[src/hdl/clg_pkg.sv]
// Shared types and constants for the Coleman-Liau text grader.
// Used by clg_ctrl, clg_datapath and the top level coleman_liau_text_grader.
package clg_pkg;

    localparam int COUNT_BITS = 16;
    localparam int OUT_BITS   = 16;
    localparam int GRADE_BITS = 5;

    // Widths of the fixed-point terms: each constant factor sets the growth.
    localparam int PL_BITS  = COUNT_BITS + 10;  // 588 * letters
    localparam int PS_BITS  = COUNT_BITS + 12;  // 2960 * sentences
    localparam int PW_BITS  = COUNT_BITS + 11;  // 1580 * words
    localparam int NEG_BITS = COUNT_BITS + 13;  // sum of the two negative terms
    localparam int DEN_BITS = COUNT_BITS + 7;   // 100 * words
    localparam int ACC_BITS = COUNT_BITS + 12;  // dividend and shifted divisor

    localparam int COEF_L = 588;
    localparam int COEF_S = 2960;
    localparam int COEF_W = 1580;
    localparam int COEF_D = 100;

    localparam int GRADE_MAX = 16;
    localparam int DIV_STEPS = 5;
    localparam int DIV_CNT_BITS = $clog2(DIV_STEPS);

    localparam logic [7:0] CHAR_PERIOD   = 8'd46;
    localparam logic [7:0] CHAR_EXCLAIM  = 8'd33;
    localparam logic [7:0] CHAR_QUESTION = 8'd63;

    typedef enum logic [2:0] {
        ST_IDLE,
        ST_MUL,
        ST_SUM,
        ST_DIFF,
        ST_PREP,
        ST_CHECK,
        ST_DIV,
        ST_DONE
    } clg_state_t;

    typedef struct packed {
        logic byte_en;   // count one text byte
        logic eot_en;    // close the text, capture counts, clear counters
        logic mul_en;    // form the three products and the denominator
        logic sum_en;    // add the negative terms
        logic diff_en;   // numerator and sign
        logic prep_en;   // dividend and clamp limit
        logic check_en;  // clamp test, divisor setup
        logic div_en;    // one restoring division step
        logic load_out;  // move the result into the output registers
    } clg_cmd_t;

endpackage

[src/hdl/clg_ctrl.sv]
// Sequencer for the Coleman-Liau text grader: handshakes and step commands.
// Depends on clg_pkg; drives clg_datapath through clg_cmd_t.
module clg_ctrl
    import clg_pkg::*;
(
    input  logic     clk,
    input  logic     rst_n,
    input  logic     in_valid,
    input  logic     end_of_text,
    output logic     in_ready,
    output logic     out_valid,
    input  logic     out_ready,
    output clg_cmd_t cmd
);

    clg_state_t state_reg, state_next;
    logic [DIV_CNT_BITS-1:0] div_cnt_reg, div_cnt_next;
    logic out_valid_reg, out_valid_next;

    always_ff @(posedge clk or negedge rst_n)
    begin
        if (!rst_n)
        begin
            state_reg     <= ST_IDLE;
            div_cnt_reg   <= '0;
            out_valid_reg <= 1'b0;
        end
        else
        begin
            state_reg     <= state_next;
            div_cnt_reg   <= div_cnt_next;
            out_valid_reg <= out_valid_next;
        end
    end

    always_comb
    begin
        state_next   = state_reg;
        div_cnt_next = div_cnt_reg;
        cmd          = '0;
        in_ready     = 1'b0;

        case (state_reg)
            ST_IDLE:
            begin
                in_ready    = 1'b1;
                cmd.byte_en = in_valid && !end_of_text;
                cmd.eot_en  = in_valid && end_of_text;
                if (in_valid && end_of_text)
                begin
                    state_next = ST_MUL;
                end
            end
            ST_MUL:
            begin
                cmd.mul_en = 1'b1;
                state_next = ST_SUM;
            end
            ST_SUM:
            begin
                cmd.sum_en = 1'b1;
                state_next = ST_DIFF;
            end
            ST_DIFF:
            begin
                cmd.diff_en = 1'b1;
                state_next  = ST_PREP;
            end
            ST_PREP:
            begin
                cmd.prep_en = 1'b1;
                state_next  = ST_CHECK;
            end
            ST_CHECK:
            begin
                cmd.check_en = 1'b1;
                div_cnt_next = '0;
                state_next   = ST_DIV;
            end
            ST_DIV:
            begin
                cmd.div_en = 1'b1;
                if (div_cnt_reg == DIV_CNT_BITS'(DIV_STEPS - 1))
                begin
                    state_next = ST_DONE;
                end
                else
                begin
                    div_cnt_next = div_cnt_reg + 1'b1;
                end
            end
            ST_DONE:
            begin
                // Wait until the output register is free or being emptied.
                if (!out_valid_reg || out_ready)
                begin
                    cmd.load_out = 1'b1;
                    state_next   = ST_IDLE;
                end
            end
            default:
            begin
                state_next = ST_IDLE;
            end
        endcase
    end

    always_comb
    begin
        if (cmd.load_out)
        begin
            out_valid_next = 1'b1;
        end
        else if (out_ready)
        begin
            out_valid_next = 1'b0;
        end
        else
        begin
            out_valid_next = out_valid_reg;
        end
    end

    assign out_valid = out_valid_reg;

endmodule

[src/hdl/clg_datapath.sv]
// Counters, fixed-point grade arithmetic and output registers of the grader.
// Depends on clg_pkg; steered by clg_ctrl through clg_cmd_t.
module clg_datapath
    import clg_pkg::*;
(
    input  logic                  clk,
    input  logic                  rst_n,
    input  clg_cmd_t              cmd,
    input  logic [7:0]            char_code,
    output logic [GRADE_BITS-1:0] grade,
    output logic [OUT_BITS-1:0]   letter_total,
    output logic [OUT_BITS-1:0]   word_total,
    output logic [OUT_BITS-1:0]   sentence_total,
    output logic                  no_words
);

    localparam logic [COUNT_BITS-1:0] COUNT_MAX = '1;

    function automatic logic [COUNT_BITS-1:0] sat_inc(input logic [COUNT_BITS-1:0] v);
        return (v == COUNT_MAX) ? v : v + 1'b1;
    endfunction

    function automatic logic is_letter(input logic [7:0] c);
        return (c >= 8'd65 && c <= 8'd90) || (c >= 8'd97 && c <= 8'd122);
    endfunction

    // Whitespace or punctuation in the C locale: these bytes end a word.
    function automatic logic is_break(input logic [7:0] c);
        return (c >= 8'd9 && c <= 8'd13) || (c >= 8'd32 && c <= 8'd47) ||
               (c >= 8'd58 && c <= 8'd64) || (c >= 8'd91 && c <= 8'd96) ||
               (c >= 8'd123 && c <= 8'd126);
    endfunction

    logic [COUNT_BITS-1:0] letter_reg, word_reg, sent_reg;
    logic                  inword_reg;

    logic [COUNT_BITS-1:0] snap_l_reg, snap_w_reg, snap_s_reg;
    logic [PL_BITS-1:0]    pl_reg;
    logic [PS_BITS-1:0]    ps_reg;
    logic [PW_BITS-1:0]    pw_reg;
    logic [DEN_BITS-1:0]   den_reg;
    logic [NEG_BITS-1:0]   neg_reg;
    logic [PL_BITS-1:0]    num_reg;
    logic                  minus_reg;
    logic [ACC_BITS-1:0]   acc_reg;
    logic [ACC_BITS-1:0]   lim_reg;
    logic [ACC_BITS-1:0]   dvs_reg;
    logic [DIV_STEPS-1:0]  quo_reg;
    logic                  clamp_reg;

    logic [GRADE_BITS-1:0] grade_reg;
    logic [OUT_BITS-1:0]   l_out_reg, w_out_reg, s_out_reg;
    logic                  nw_reg;

    logic [COUNT_BITS-1:0] word_final;
    logic                  char_sent;
    logic [GRADE_BITS-1:0] grade_calc;

    assign word_final = inword_reg ? sat_inc(word_reg) : word_reg;
    assign char_sent  = (char_code == CHAR_PERIOD) || (char_code == CHAR_EXCLAIM) ||
                        (char_code == CHAR_QUESTION);

    always_ff @(posedge clk or negedge rst_n)
    begin
        if (!rst_n)
        begin
            letter_reg <= '0;
            word_reg   <= '0;
            sent_reg   <= '0;
            inword_reg <= 1'b0;
        end
        else if (cmd.eot_en)
        begin
            letter_reg <= '0;
            word_reg   <= '0;
            sent_reg   <= '0;
            inword_reg <= 1'b0;
        end
        else if (cmd.byte_en)
        begin
            if (is_letter(char_code))
            begin
                letter_reg <= sat_inc(letter_reg);
            end
            if (char_sent)
            begin
                sent_reg <= sat_inc(sent_reg);
            end
            if (is_break(char_code))
            begin
                if (inword_reg)
                begin
                    word_reg <= sat_inc(word_reg);
                end
                inword_reg <= 1'b0;
            end
            else
            begin
                inword_reg <= 1'b1;
            end
        end
    end

    // Grade pipeline: products, numerator, then a restoring division that
    // yields a five-bit quotient once the clamp to the top grade is ruled out.
    always_ff @(posedge clk)
    begin
        if (cmd.eot_en)
        begin
            snap_l_reg <= letter_reg;
            snap_w_reg <= word_final;
            snap_s_reg <= sent_reg;
        end
        if (cmd.mul_en)
        begin
            pl_reg  <= PL_BITS'(snap_l_reg * PL_BITS'(COEF_L));
            ps_reg  <= PS_BITS'(snap_s_reg * PS_BITS'(COEF_S));
            pw_reg  <= PW_BITS'(snap_w_reg * PW_BITS'(COEF_W));
            den_reg <= DEN_BITS'(snap_w_reg * DEN_BITS'(COEF_D));
        end
        if (cmd.sum_en)
        begin
            neg_reg <= NEG_BITS'(ps_reg) + NEG_BITS'(pw_reg);
        end
        if (cmd.diff_en)
        begin
            minus_reg <= neg_reg > NEG_BITS'(pl_reg);
            num_reg   <= pl_reg - PL_BITS'(neg_reg);
        end
        if (cmd.prep_en)
        begin
            // Dividend 2*num + den against divisor 2*den; 17 divisors = 34*den.
            acc_reg <= ACC_BITS'({num_reg, 1'b0}) + ACC_BITS'(den_reg);
            lim_reg <= ACC_BITS'({den_reg, 5'b0}) + ACC_BITS'({den_reg, 1'b0});
        end
        if (cmd.check_en)
        begin
            clamp_reg <= acc_reg >= lim_reg;
            dvs_reg   <= ACC_BITS'({den_reg, 5'b0});
            quo_reg   <= '0;
        end
        if (cmd.div_en)
        begin
            if (acc_reg >= dvs_reg)
            begin
                acc_reg <= acc_reg - dvs_reg;
                quo_reg <= {quo_reg[DIV_STEPS-2:0], 1'b1};
            end
            else
            begin
                quo_reg <= {quo_reg[DIV_STEPS-2:0], 1'b0};
            end
            dvs_reg <= dvs_reg >> 1;
        end
        if (cmd.load_out)
        begin
            grade_reg <= grade_calc;
            l_out_reg <= snap_l_reg[OUT_BITS-1:0];
            w_out_reg <= snap_w_reg[OUT_BITS-1:0];
            s_out_reg <= snap_s_reg[OUT_BITS-1:0];
            nw_reg    <= (snap_w_reg == '0);
        end
    end

    always_comb
    begin
        if (snap_w_reg == '0 || minus_reg)
        begin
            grade_calc = '0;
        end
        else if (clamp_reg)
        begin
            grade_calc = GRADE_BITS'(GRADE_MAX);
        end
        else
        begin
            grade_calc = GRADE_BITS'(quo_reg);
        end
    end

    assign grade          = grade_reg;
    assign letter_total   = l_out_reg;
    assign word_total     = w_out_reg;
    assign sentence_total = s_out_reg;
    assign no_words       = nw_reg;

endmodule

[src/hdl/coleman_liau_text_grader.sv]
// Channel   Handshake            Beat contents
// in        in_valid / in_ready  char_code, end_of_text
// out       out_valid/ out_ready grade, letter_total, word_total, sentence_total, no_words
//
// Bytes may arrive on every cycle while in_ready is high.
// A terminator beat runs the arithmetic (five setup steps, five restoring
// division steps, one load) before its result reaches the output register;
// in_ready is low during that time.
// Bytes are accepted while a result waits; a terminator waits in the last
// step until the output register is free. Reset is asynchronous, active low.
// Top level of the Coleman-Liau text grader; depends on clg_pkg, clg_ctrl
// and clg_datapath.
module coleman_liau_text_grader
    import clg_pkg::*;
(
    input  logic                  clk,
    input  logic                  rst_n,
    input  logic                  in_valid,
    output logic                  in_ready,
    input  logic [7:0]            char_code,
    input  logic                  end_of_text,
    output logic                  out_valid,
    input  logic                  out_ready,
    output logic [GRADE_BITS-1:0] grade,
    output logic [OUT_BITS-1:0]   letter_total,
    output logic [OUT_BITS-1:0]   word_total,
    output logic [OUT_BITS-1:0]   sentence_total,
    output logic                  no_words
);

    clg_cmd_t cmd;

    clg_ctrl u_ctrl (
        .clk         (clk),
        .rst_n       (rst_n),
        .in_valid    (in_valid),
        .end_of_text (end_of_text),
        .in_ready    (in_ready),
        .out_valid   (out_valid),
        .out_ready   (out_ready),
        .cmd         (cmd)
    );

    clg_datapath u_datapath (
        .clk            (clk),
        .rst_n          (rst_n),
        .cmd            (cmd),
        .char_code      (char_code),
        .grade          (grade),
        .letter_total   (letter_total),
        .word_total     (word_total),
        .sentence_total (sentence_total),
        .no_words       (no_words)
    );

    // A terminator beat starts the arithmetic, so no beat is taken next cycle.
    assert property (@(posedge clk) disable iff (!rst_n)
        (in_valid && in_ready && end_of_text) |=> !in_ready)
        else $error("input taken while grade arithmetic runs");

    assert property (@(posedge clk) disable iff (!rst_n)
        (out_valid && no_words) |-> (grade == '0))
        else $error("grade nonzero for a text with no words");

    assert property (@(posedge clk) disable iff (!rst_n)
        out_valid |-> (grade <= GRADE_BITS'(GRADE_MAX)))
        else $error("grade above clamp");

    assert property (@(posedge clk) disable iff (!rst_n)
        (out_valid && no_words) |-> (word_total == '0))
        else $error("no_words flag disagrees with word count");

endmodule
[config.mk]
export PLATFORM = sky130hd
export DESIGN_NAME = coleman_liau_text_grader
export DESIGN_NICKNAME = d
export VERILOG_FILES = /design/src/hdl/clg_pkg.sv /design/src/hdl/clg_ctrl.sv /design/src/hdl/clg_datapath.sv /design/src/hdl/coleman_liau_text_grader.sv
export SDC_FILE = /design/constraint.sdc
export NUM_CORES = 1
export LEC_CHECK = 0
export BUFFER_PORTS_ARGS = -buffer_cell sky130_fd_sc_hd__buf_2
export CAP_MARGIN = 30
export CORE_MARGIN = 1.5
export CORE_UTILIZATION = 35
export CTS_CLUSTER_DIAMETER = 50
export DETAILED_ROUTE_END_ITERATION = 16
export PLACE_DENSITY_LB_ADDON = 0.15
export SLEW_MARGIN = 30
export SYNTH_ARGS = -nofsm -noshare
export SYNTH_HDL_FRONTEND = slang
export SYNTH_SLANG_ARGS = --single-unit
[constraint.sdc]
create_clock -name clk -period 6.4 [get_ports clk]
set_input_delay 0.32 -clock clk [delete_from_list [all_inputs] [get_ports clk]]
set_output_delay 0.32 -clock clk [all_outputs]
set_load 0.05 [all_outputs]
* Word-level counts from Yosys, hierarchy flattened
Index checks and enable logic that the tools add are counted.
** Storage, ports and cells
- Register bits :: 398
- Bits of input ports :: 13
- Output and inout port bits :: 56
- Word-level logic and storage cells :: 157
** Cells by class
- Add/sub/neg operators :: 9
- Multiply operators :: 4
- $lt $le $gt $ge :: 17
- Eq/ne operators :: 20
- Muxes and demuxes :: 43
- Reduce and logical (&&, ||, !) cells :: 35
** Operator list (count)
- $mux 16 :: 13
- $mux 28 :: 3
- $ge 28x28->1 :: 2
- $mux 27 :: 2
- $add 16x1->16 const B :: 3
- $eq 16x16->1 const B :: 3
- $mul 16x8->24 const B :: 2
- $le 8x7->1 const B :: 5
- $ge 8x7->1 const B :: 4
- $add 28x27->29 :: 1
- $gt 29x26->1 :: 1
- $add 27x23->28 :: 1
- $add 28x24->28 :: 1
- $sub 28x28->28 :: 1
- $sub 26x26->26 :: 1
- $mul 16x9->25 const B :: 1
- $eq 8x6->1 const B :: 3
- $pmux 3 s8 :: 1
- $mul 16x5->21 const B :: 1
- $ge 8x6->1 const B :: 2
- $logic_not 16->1 :: 1
- $eq 3x3->1 const B :: 5
- $mux 1 :: 15
- $mux 5 :: 3
- other kinds (19) :: 53

* Longest topological paths before layout
Gate-level depths: netlist of run 1.
- Depth after elaboration :: 9
- Mapped depth :: 20
- Depth with buffers taken out :: 20

* Cells and area by module
From an unflattened synthesis of run 1, not the netlist that was laid out.
** Unflattened totals
- Cells, all modules :: 2762
- Area, all modules :: 28788.9 sq um
** Modules (own cells, without submodules)
- clg_datapath :: times used 1, cells an instance 2711, area an instance 28340.9 sq um
- clg_ctrl :: times used 1, cells an instance 51, area an instance 447.9 sq um

* Worst setup path after synthesis of run 1
Ideal clock, no wire load.
- Kind :: flip-flop to flip-flop
- Start :: register u_ctrl.state_reg[1]
- End :: register u_datapath.den_reg[10] (enable)
- Library setup time :: 555 ps
- Arrival time :: 4774 ps
- Path slack :: 1070 ps
- Cell stages (with the launch flop) :: 4
- Path buffers :: 0
- Path through :: dfrtp_1 inv_1 ha_1 nor2b_1
** Between the ends
- Word-level cells in the longest chain between the ends :: 2
** RTL lines
- start, declared :: RTL line clg_ctrl.sv:16 : clg_state_t state_reg, state_next;
- start signal, assigned :: RTL line clg_ctrl.sv:30 : state_reg <= state_next;
- $eq 3x1->1 :: RTL line clg_ctrl.sv:43 : case (state_reg)
- $mux 1 :: RTL line clg_ctrl.sv:43
- end signal, assigned :: RTL line clg_datapath.sv:119 : den_reg <= DEN_BITS'(snap_w_reg * DEN_BITS'(COEF_D));
- end, declared :: RTL line clg_datapath.sv:41 : logic [DEN_BITS-1:0] den_reg;
Every way passes these cells.
A chain may end at the register's enable or synchronous reset.

* Final worst setup path of run 1
- Start :: register u_datapath.snap_s_reg[3]
- End :: register u_datapath.ps_reg[27], data pin
** Between the ends
- Word-level cells in the longest chain between the ends :: 1
** RTL lines
- start, declared :: RTL line clg_datapath.sv:37 : logic [COUNT_BITS-1:0] snap_l_reg, snap_w_reg, snap_s_reg;
- start signal, assigned :: RTL line clg_datapath.sv:112 : snap_s_reg <= sent_reg;
- $mul 16x8->24 :: RTL line clg_datapath.sv:117 : ps_reg <= PS_BITS'(snap_s_reg * PS_BITS'(COEF_S));
- end signal, assigned :: RTL line clg_datapath.sv:117
- end, declared :: RTL line clg_datapath.sv:39 : logic [PS_BITS-1:0] ps_reg;
Every way passes these cells.

==> results of run 1 <==
## worst max-delay path, stage by stage (launching register included)
cell,delay (ps)
edfxtp_1,490
ha_1,330
inv_1,50
fa_1,520
inv_1,50
fa_1,530
inv_1,50
fa_1,520
inv_1,40
ha_1,330
o21ai_0,140
a21boi_0,160
o21ai_0,230
a21boi_0,200
o2111ai_1,270
nand4b_1,160
a31o_2,260
a21o_1,180
xor2_1,130
## Yosys cell counts (all sizes together) (56+ instances only)
cell type,n,area [sq um]
a21o,76,571
a21oi,164,821
dfrtp,56,1400
edfxtp,305,9160
fa,113,2260
ha,403,5040
inv,415,1560
nand2,163,612
nor2,144,541
o21ai,146,731
xnor2,130,1140
xor2,66,578
## stage by stage
stage                     hold slack [ps]  setup WS, ps  instances  total power, mW
after floorplan                      24.4          1070       2699             8.52
after global placement                467          1530       3811             9.98
after detailed placement              480          1510       3811             10.1
after CTS                            8.82          1470       3924             13.8
after global routing                 65.7          1240       3925             14.7
final                                51.3          1510       3925             13.7
## power breakdown
group	internal, mW	total (mW)	switching (mW)
Sequential	3.77	4.27	0.496
Combinational	2.30	5.75	3.46
Clock	2.39	3.64	1.25
Total	8.46	13.7	5.21
## worst max-delay path by stage
stage	startpoint	end
after floorplan	u_ctrl.state_reg[1]	u_datapath.den_reg[10]
after CTS	u_datapath.snap_s_reg[3]	u_datapath.ps_reg[27]
after global routing	u_datapath.snap_s_reg[3]	u_datapath.ps_reg[27]
after global placement	u_datapath.snap_s_reg[1]	u_datapath.ps_reg[27]
after detailed placement	u_datapath.snap_s_reg[3]	u_datapath.ps_reg[27]
final	u_datapath.snap_s_reg[3]	u_datapath.ps_reg[27]
## layout make-up
type | instances | area share
clock buffers | 67 | 0.0477
inverters | 416 | 0.0484
multi-input cells | 1863 | 0.480
clock inverters | 45 | 0.0220
flip-flops and latches | 390 | 0.345
repair buffers | 84 | 0.0151
well taps | 1060 | 0.0411
## kinds of logic (layout without fill, tap and decap cells)
kind of cell,Yosys count,after routing,synth area share
AOI/OAI and AO/OA,583,583,0.130
xor gates and xnor gates,196,196,0.0607
adders and majority gates,516,516,0.258
buffers and inverters,446,612,0.0593
DFF,390,390,0.394
muxes,7,7,0.00248
and+or+nand+nor,561,561,0.0953
## layer usage
metal,up-vias,wire (um)
met2,251,32000
met1,9351,30700
met3,96,2100
met4,0,2010
met5,-,0
li1,9670,-
## what timing repair did
item                       in CTS  in global routing
setup endpoints to repair       0                  0
hold endpoints to repair       56                  0
hold buffers                    1                  0
buffers inserted                0                  0
==> results.py, run 1 <==
metrics = {
    "outcome": {
        "status": "finished, final reports clean",
    },
    "cts": {
        "htree_levels": 2,
        "cts_buffers": 59,
        "cts.clk_slew.worst_paths_ps": 60,
        "cts-root-buf": "clkbuf_16",
        "cts_tree": "done",
        "clock_sinks": 390,
        "cts-resized-gates": 0,
        "clock_latency_ps": 620,
        "clockBufferDepth": 3,
    },
    "worst_setup_path": {
        "crit_path_end_kind": "register",
        "rrSetupSlack_ps": 1510,
        "worstReg2RegStart": "u_datapath.snap_s_reg[3]",
        "critical_path_class": "register to register",
        "critPathRequiredTime_ps": 6760,
        "path_max_fanout": 6,
        "rr_endpoint": "u_datapath.ps_reg[27]",
        "reg2reg_depth": 18,
        "startpoint_type": "register",
        "arrival_ps": 5250,
    },
    "yosys": {
        "synth_cells": 2699,
        "ys_seq_area_frac": 0.394,
        "synth_cell_types": 65,
        "synth_nets": 3228,
        "synth_area_per_cell_sq_um": 10.5,
        "netlist_area_sq_um": 28300,
        "synth_edf_count": 305,
        "ys.flop_type": "edfxtp_1",
        "async_flop_share": 0.144,
        "synth_warnings": 0,
        "ys_ff_latch": 390,
    },
    "timing": {
        "clock_skew_ps": 25.1,
        "fin_crit_ps": 4890,
        "drv_slew": 0,
        "setup-tns-final_ps": 0,
        "slew_headroom": 0.459,
        "setup_viol": 0,
        "grt_setup_unrepaired": "no",
        "max_slew.worst_pin.slew_ps": 807,
        "fmax_mhz": 204,
        "hold_viol_final": 0,
        "min_period_over_period": 0.765,
    },
    "layout": {
        "drive_gt1_frac": 0.0729,
        "antenna_cells": 0,
        "num-nets-final": 3343,
        "multi_input_area_sq_um": 15500,
        "utilization": 0.402,
        "final-seq-area_sq_um": 11100,
        "syn_to_final_growth_pct": 14.1,
        "final_cell_area_sq_um": 32300,
        "nFillCells": 7786,
        "mostFrequentLayoutCells": "inv_1, ha_1, edfxtp_1",
        "layout_commonest_cell": "inv_1",
    },
    "detailed_routing": {
        "firstDrtPassIters": 5,
        "drt-wirelength-per-cell_um": 17.0,
        "dr.first_iter.drc_count": 880,
        "viasPerCell": 4.93,
        "ant_nets": 0,
        "drc": 0,
        "wirelength_um": 66800,
        "vias": 19368,
    },
    "die": {
        "io_pins": 69,
        "dieHeight_um": 287,
        "die_area_sq_um": 82500,
        "rows": 104,
        "fp.dieW_um": 287,
        "initial_core_util": 0.352,
        "core_sq_um": 80300,
    },
    "worst_hold_path": {
        "hold_start": "out_ready",
        "worstHoldPathType": "input pin to register",
        "whs_path_depth": 3,
        "min_to": "u_ctrl.out_valid",
    },
    "global_routing": {
        "top_usage_layer": "met2",
        "track_usage": 0.165,
        "grt_max_degree": 72,
        "grt_pass1_vias": 19871,
        "grt.met3_usage": 0.0229,
        "use_met2": 0.279,
        "overflow": 0,
        "gr-usage-met1": 0.216,
        "grt_pass1_wl_um": 108000,
        "antenna_found_initial": 2,
    },
    "placement": {
        "placed_area_sq_um": 30000,
        "hpwl_um": 52900,
        "gp_congestion": 0.853,
        "portBuffers": 68,
    },
    "pwr": {
        "p_leak_nw": 14.9,
        "ir_worst_vdd_v": 0.000228,
        "p_per_area_nw_per_um2": 424,
    },
    "run": {
        "drv_cap": 0,
    },
}
(Power assumes the default switching activity.)
==> inputs of run 2 (changes only) <==
--- a/config.mk
+++ b/config.mk
@@ -5,6 +5,7 @@
 export SDC_FILE = /design/constraint.sdc
 export NUM_CORES = 1
 export LEC_CHECK = 0
+export ABC_AREA = 1
 export BUFFER_PORTS_ARGS = -buffer_cell sky130_fd_sc_hd__buf_2
 export CAP_MARGIN = 30
 export CORE_MARGIN = 1.5
==> constraint.sdc (replaced) <==
create_clock -name clk -period 3.92 [get_ports clk]
set_input_delay 0.196 -clock clk [delete_from_list [all_inputs] [get_ports clk]]
set_output_delay 0.196 -clock clk [all_outputs]
set_load 0.05 [all_outputs]
==> run 2 against run 1 <==
  * Combinational power grew to 3.8 times the previous value
  * Critical path depth fell by 3
  * Non-clock buffer count grew 186
  * Largest power group unchanged
  * Sequential power increased by 88%
  * Die area grew 12%
  * Clock power rose by 55%
  * Highest routed layer unchanged
==> results.py, run 2 <==
metrics = {
    "yosys": {
        "synth_cells": 3784,
        "ys.flop_type": "edfxtp_1",
        "synth_compound_area_frac": 0.0816,
        "yosys.area_share.adder": 0.230,
        "synth_area_per_cell_sq_um": 8.39,
        "synth_area_leaders": "edfxtp_1, ha_1, nand2_1",
        "yosysMostFrequentCell": "nand2_1",
        "synthTopCellsByCount": "nand2_1, inv_1, ha_1",
        "yosys.area.top_type_share": 0.289,
        "synth_top_family_by_area": "adder cells",
        "ys_ff_latch": 390,
        "ys_seq_area_frac": 0.351,
        "synth_warnings": 0,
        "yosysTopAreaCell": "edfxtp_1",
        "synth_cell_types": 56,
        "synthSimpleGateAreaFrac": 0.198,
        "synth_edf_count": 305,
        "async_flop_share": 0.144,
        "synth_nets": 4313,
        "synth_xor_area_frac": 0.0491,
        "netlist_area_sq_um": 31700,
        "synth_mux_area_frac": 0.000631,
    },
    "global_routing": {
        "track_usage": 0.189,
        "top_usage_layer": "met2",
        "grt_max_degree": 55,
        "grt.met3_usage": 0.0226,
        "grt_pass1_vias": 25478,
        "grt_pass1_wl_um": 138000,
        "overflow": 0,
        "antenna_found_initial": 1,
        "use_met2": 0.326,
        "gr-usage-met1": 0.240,
    },
    "timing": {
        "clock_skew_ps": 22.3,
        "max_slew.worst_pin.slew_ps": 790,
        "fmax_mhz": 263,
        "setup_viol": 0,
        "slew_headroom": 0.472,
        "fin_crit_ps": 3800,
        "setup-tns-final_ps": 0,
        "grt_setup_unrepaired": "yes",
        "drv_slew": 0,
        "whs_ps": 70.1,
        "hold_viol_final": 0,
        "min_period_over_period": 0.970,
    },
    "layout": {
        "drive_gt1_frac": 0.134,
        "layout_commonest_cell": "nand2_1",
        "syn_to_final_growth_pct": 19.5,
        "utilization": 0.422,
        "mostFrequentLayoutCells": "nand2_1, inv_1, ha_1",
        "nFillCells": 9101,
        "antenna_cells": 0,
        "num-nets-final": 4621,
    },
    "pwr": {
        "sw_frac_of_total": 0.468,
        "ir_worst_vdd_v": 0.000360,
        "p_int_mw": 18.8,
        "switching_power_mw": 16.5,
        "combPwrFrac": 0.613,
        "p_leak_nw": 18.1,
        "power_frac_seq": 0.227,
        "clockPowerShare": 0.159,
        "p_per_area_nw_per_um2": 932,
    },
    "cts": {
        "cts_buffers": 66,
        "cts.clk_slew.worst_paths_ps": 60,
        "clock_sinks": 390,
        "clockBufferDepth": 3,
        "cts-root-buf": "clkbuf_16",
        "cts_tree": "done",
        "htree_levels": 3,
        "clock_latency_ps": 600,
    },
    "placement": {
        "hpwl_um": 70400,
        "portBuffers": 68,
        "gp_congestion": 0.916,
    },
    "worst_setup_path": {
        "path_delay_family": "adder cells",
        "arrival_ps": 4160,
        "critPathBufInv": 4,
        "crit_path_end_kind": "register",
        "reg2reg_depth": 15,
        "slowest_delay_ps": 520,
        "cp_cell_sequence": "buf_4 > ha_4 > fa_1 > inv_1 > fa_1 > fa_1 > inv_1 > ha_4 > a21oi_2 > buf_4 > o21a_1 > nand2_1 > nand2_1 > nand3_1 > xor2_1",
        "worstReg2RegStart": "u_datapath.snap_w_reg[4]",
        "critPathRequiredTime_ps": 4270,
        "rrSetupSlack_ps": 120,
        "crit_top_cell": "fa_1",
        "rr_endpoint": "u_datapath.pw_reg[24]",
        "path_max_fanout": 5,
        "cp_slowest_cell": "fa_1",
        "critical_path_class": "register to register",
        "startpoint_type": "register",
    },
    "worst_hold_path": {
        "hold_start": "in_valid",
        "worstHoldPathType": "input pin to register",
        "min_to": "u_ctrl.state_reg[1]",
        "whs_path_depth": 5,
    },
    "detailed_routing": {
        "wirelength_um": 87100,
        "viasPerCell": 4.76,
        "vias": 25343,
        "firstDrtPassIters": 5,
        "ant_nets": 0,
        "drc": 0,
        "dr.first_iter.drc_count": 1194,
        "drt-wirelength-per-cell_um": 16.4,
    },
    "die": {
        "io_pins": 69,
        "dieHeight_um": 304,
        "die_area_sq_um": 92500,
        "rows": 110,
        "core_sq_um": 89900,
        "fp.dieW_um": 304,
        "initial_core_util": 0.353,
    },
    "run": {
        "drv_cap": 0,
    },
    "outcome": {
        "status": "finished, final reports clean",
    },
}
[run 2: logic make-up after synthesis]
logic type | Yosys count
XOR/XNOR | 178
AO/OA/AOI/OAI | 479
buffers and inverters | 743
AND/OR/NAND/NOR | 1476
multiplexers | 2
flip-flops | 390
adder cells (fa/ha/maj) | 516
[run 2: worst max-delay path by stage]
stage	endpoint	from	cells after the start	slack [ps]
after global routing	u_datapath.pw_reg[23]	u_datapath.snap_w_reg[6]	14	-80
after global placement	u_datapath.ps_reg[26]	u_datapath.snap_s_reg[4]	17	-160
final	u_datapath.pw_reg[24]	u_datapath.snap_w_reg[4]	15	120
after detailed placement	u_datapath.ps_reg[26]	u_datapath.snap_s_reg[4]	17	-150
after floorplan	u_datapath.ps_reg[25]	u_datapath.snap_s_reg[3]	18	40
after CTS	u_datapath.ps_reg[17]	u_datapath.snap_s_reg[2]	14	-70
[run 2: layout make-up]
class,instances,area [sq um],share of cell area
flip-flops and latches,390,11100,0.294
multi-input cells,2651,18600,0.489
well taps,1176,1470,0.0388
inverters,713,2680,0.0706
clock buffers,79,1840,0.0484
clock inverters,41,328,0.00865
repair buffers,270,1910,0.0503
[run 2: what timing repair did]
item	4_1_cts	5_1_grt
setup endpoints to repair	20	29
endpoints found under the hold margin	26	0
setup buffers	14	33
gates resized for setup	23	126
hold buffers	2	0
pin swaps	4	73
[run 2: layer usage]
metal  routed length, um  vias to the layer above
met5                   0                        -
met4                3120                        0
met3                2630                      146
met2               41600                      422
met1               39800                    11783
li1                    -                    12992
[run 2: power by group through the flow]
stage | Clock [mW] | Sequential [mW] | Combinational, mW
finish | 5.63 | 8.03 | 21.7
global placement | 0 | 8.13 | 20.2
floorplan | 0 | 7.96 | 13.9
global route | 5.98 | 8.15 | 24.5
detailed placement | 0 | 8.14 | 20.1
CTS | 5.81 | 8.07 | 20.6
[run 2: through the flow]
stage	std cells	power, mW	setup slack, ps	instance area, sq um
6_report	5320	35.3	119	37900
5_1_grt	5320	38.7	-82.6	37900
4_1_cts	5287	34.4	-65.6	37000
3_5_place_dp	5151	28.3	-150	34600
3_3_place_gp	5151	28.3	-156	34600
2_1_floorplan	3784	21.9	41.8	31700
[run 2: worst register-to-register path: stages (launching register included)]
cell and delay [ps]:
edfxtp_1 470, buf_4 190, ha_4 210, fa_1 480, inv_1 50, fa_1 480
fa_1 520, inv_1 60, ha_4 260, a21oi_2 180, buf_4 150, o21a_1 120
nand2_1 50, nand2_1 50, nand3_1 100, xor2_1 160
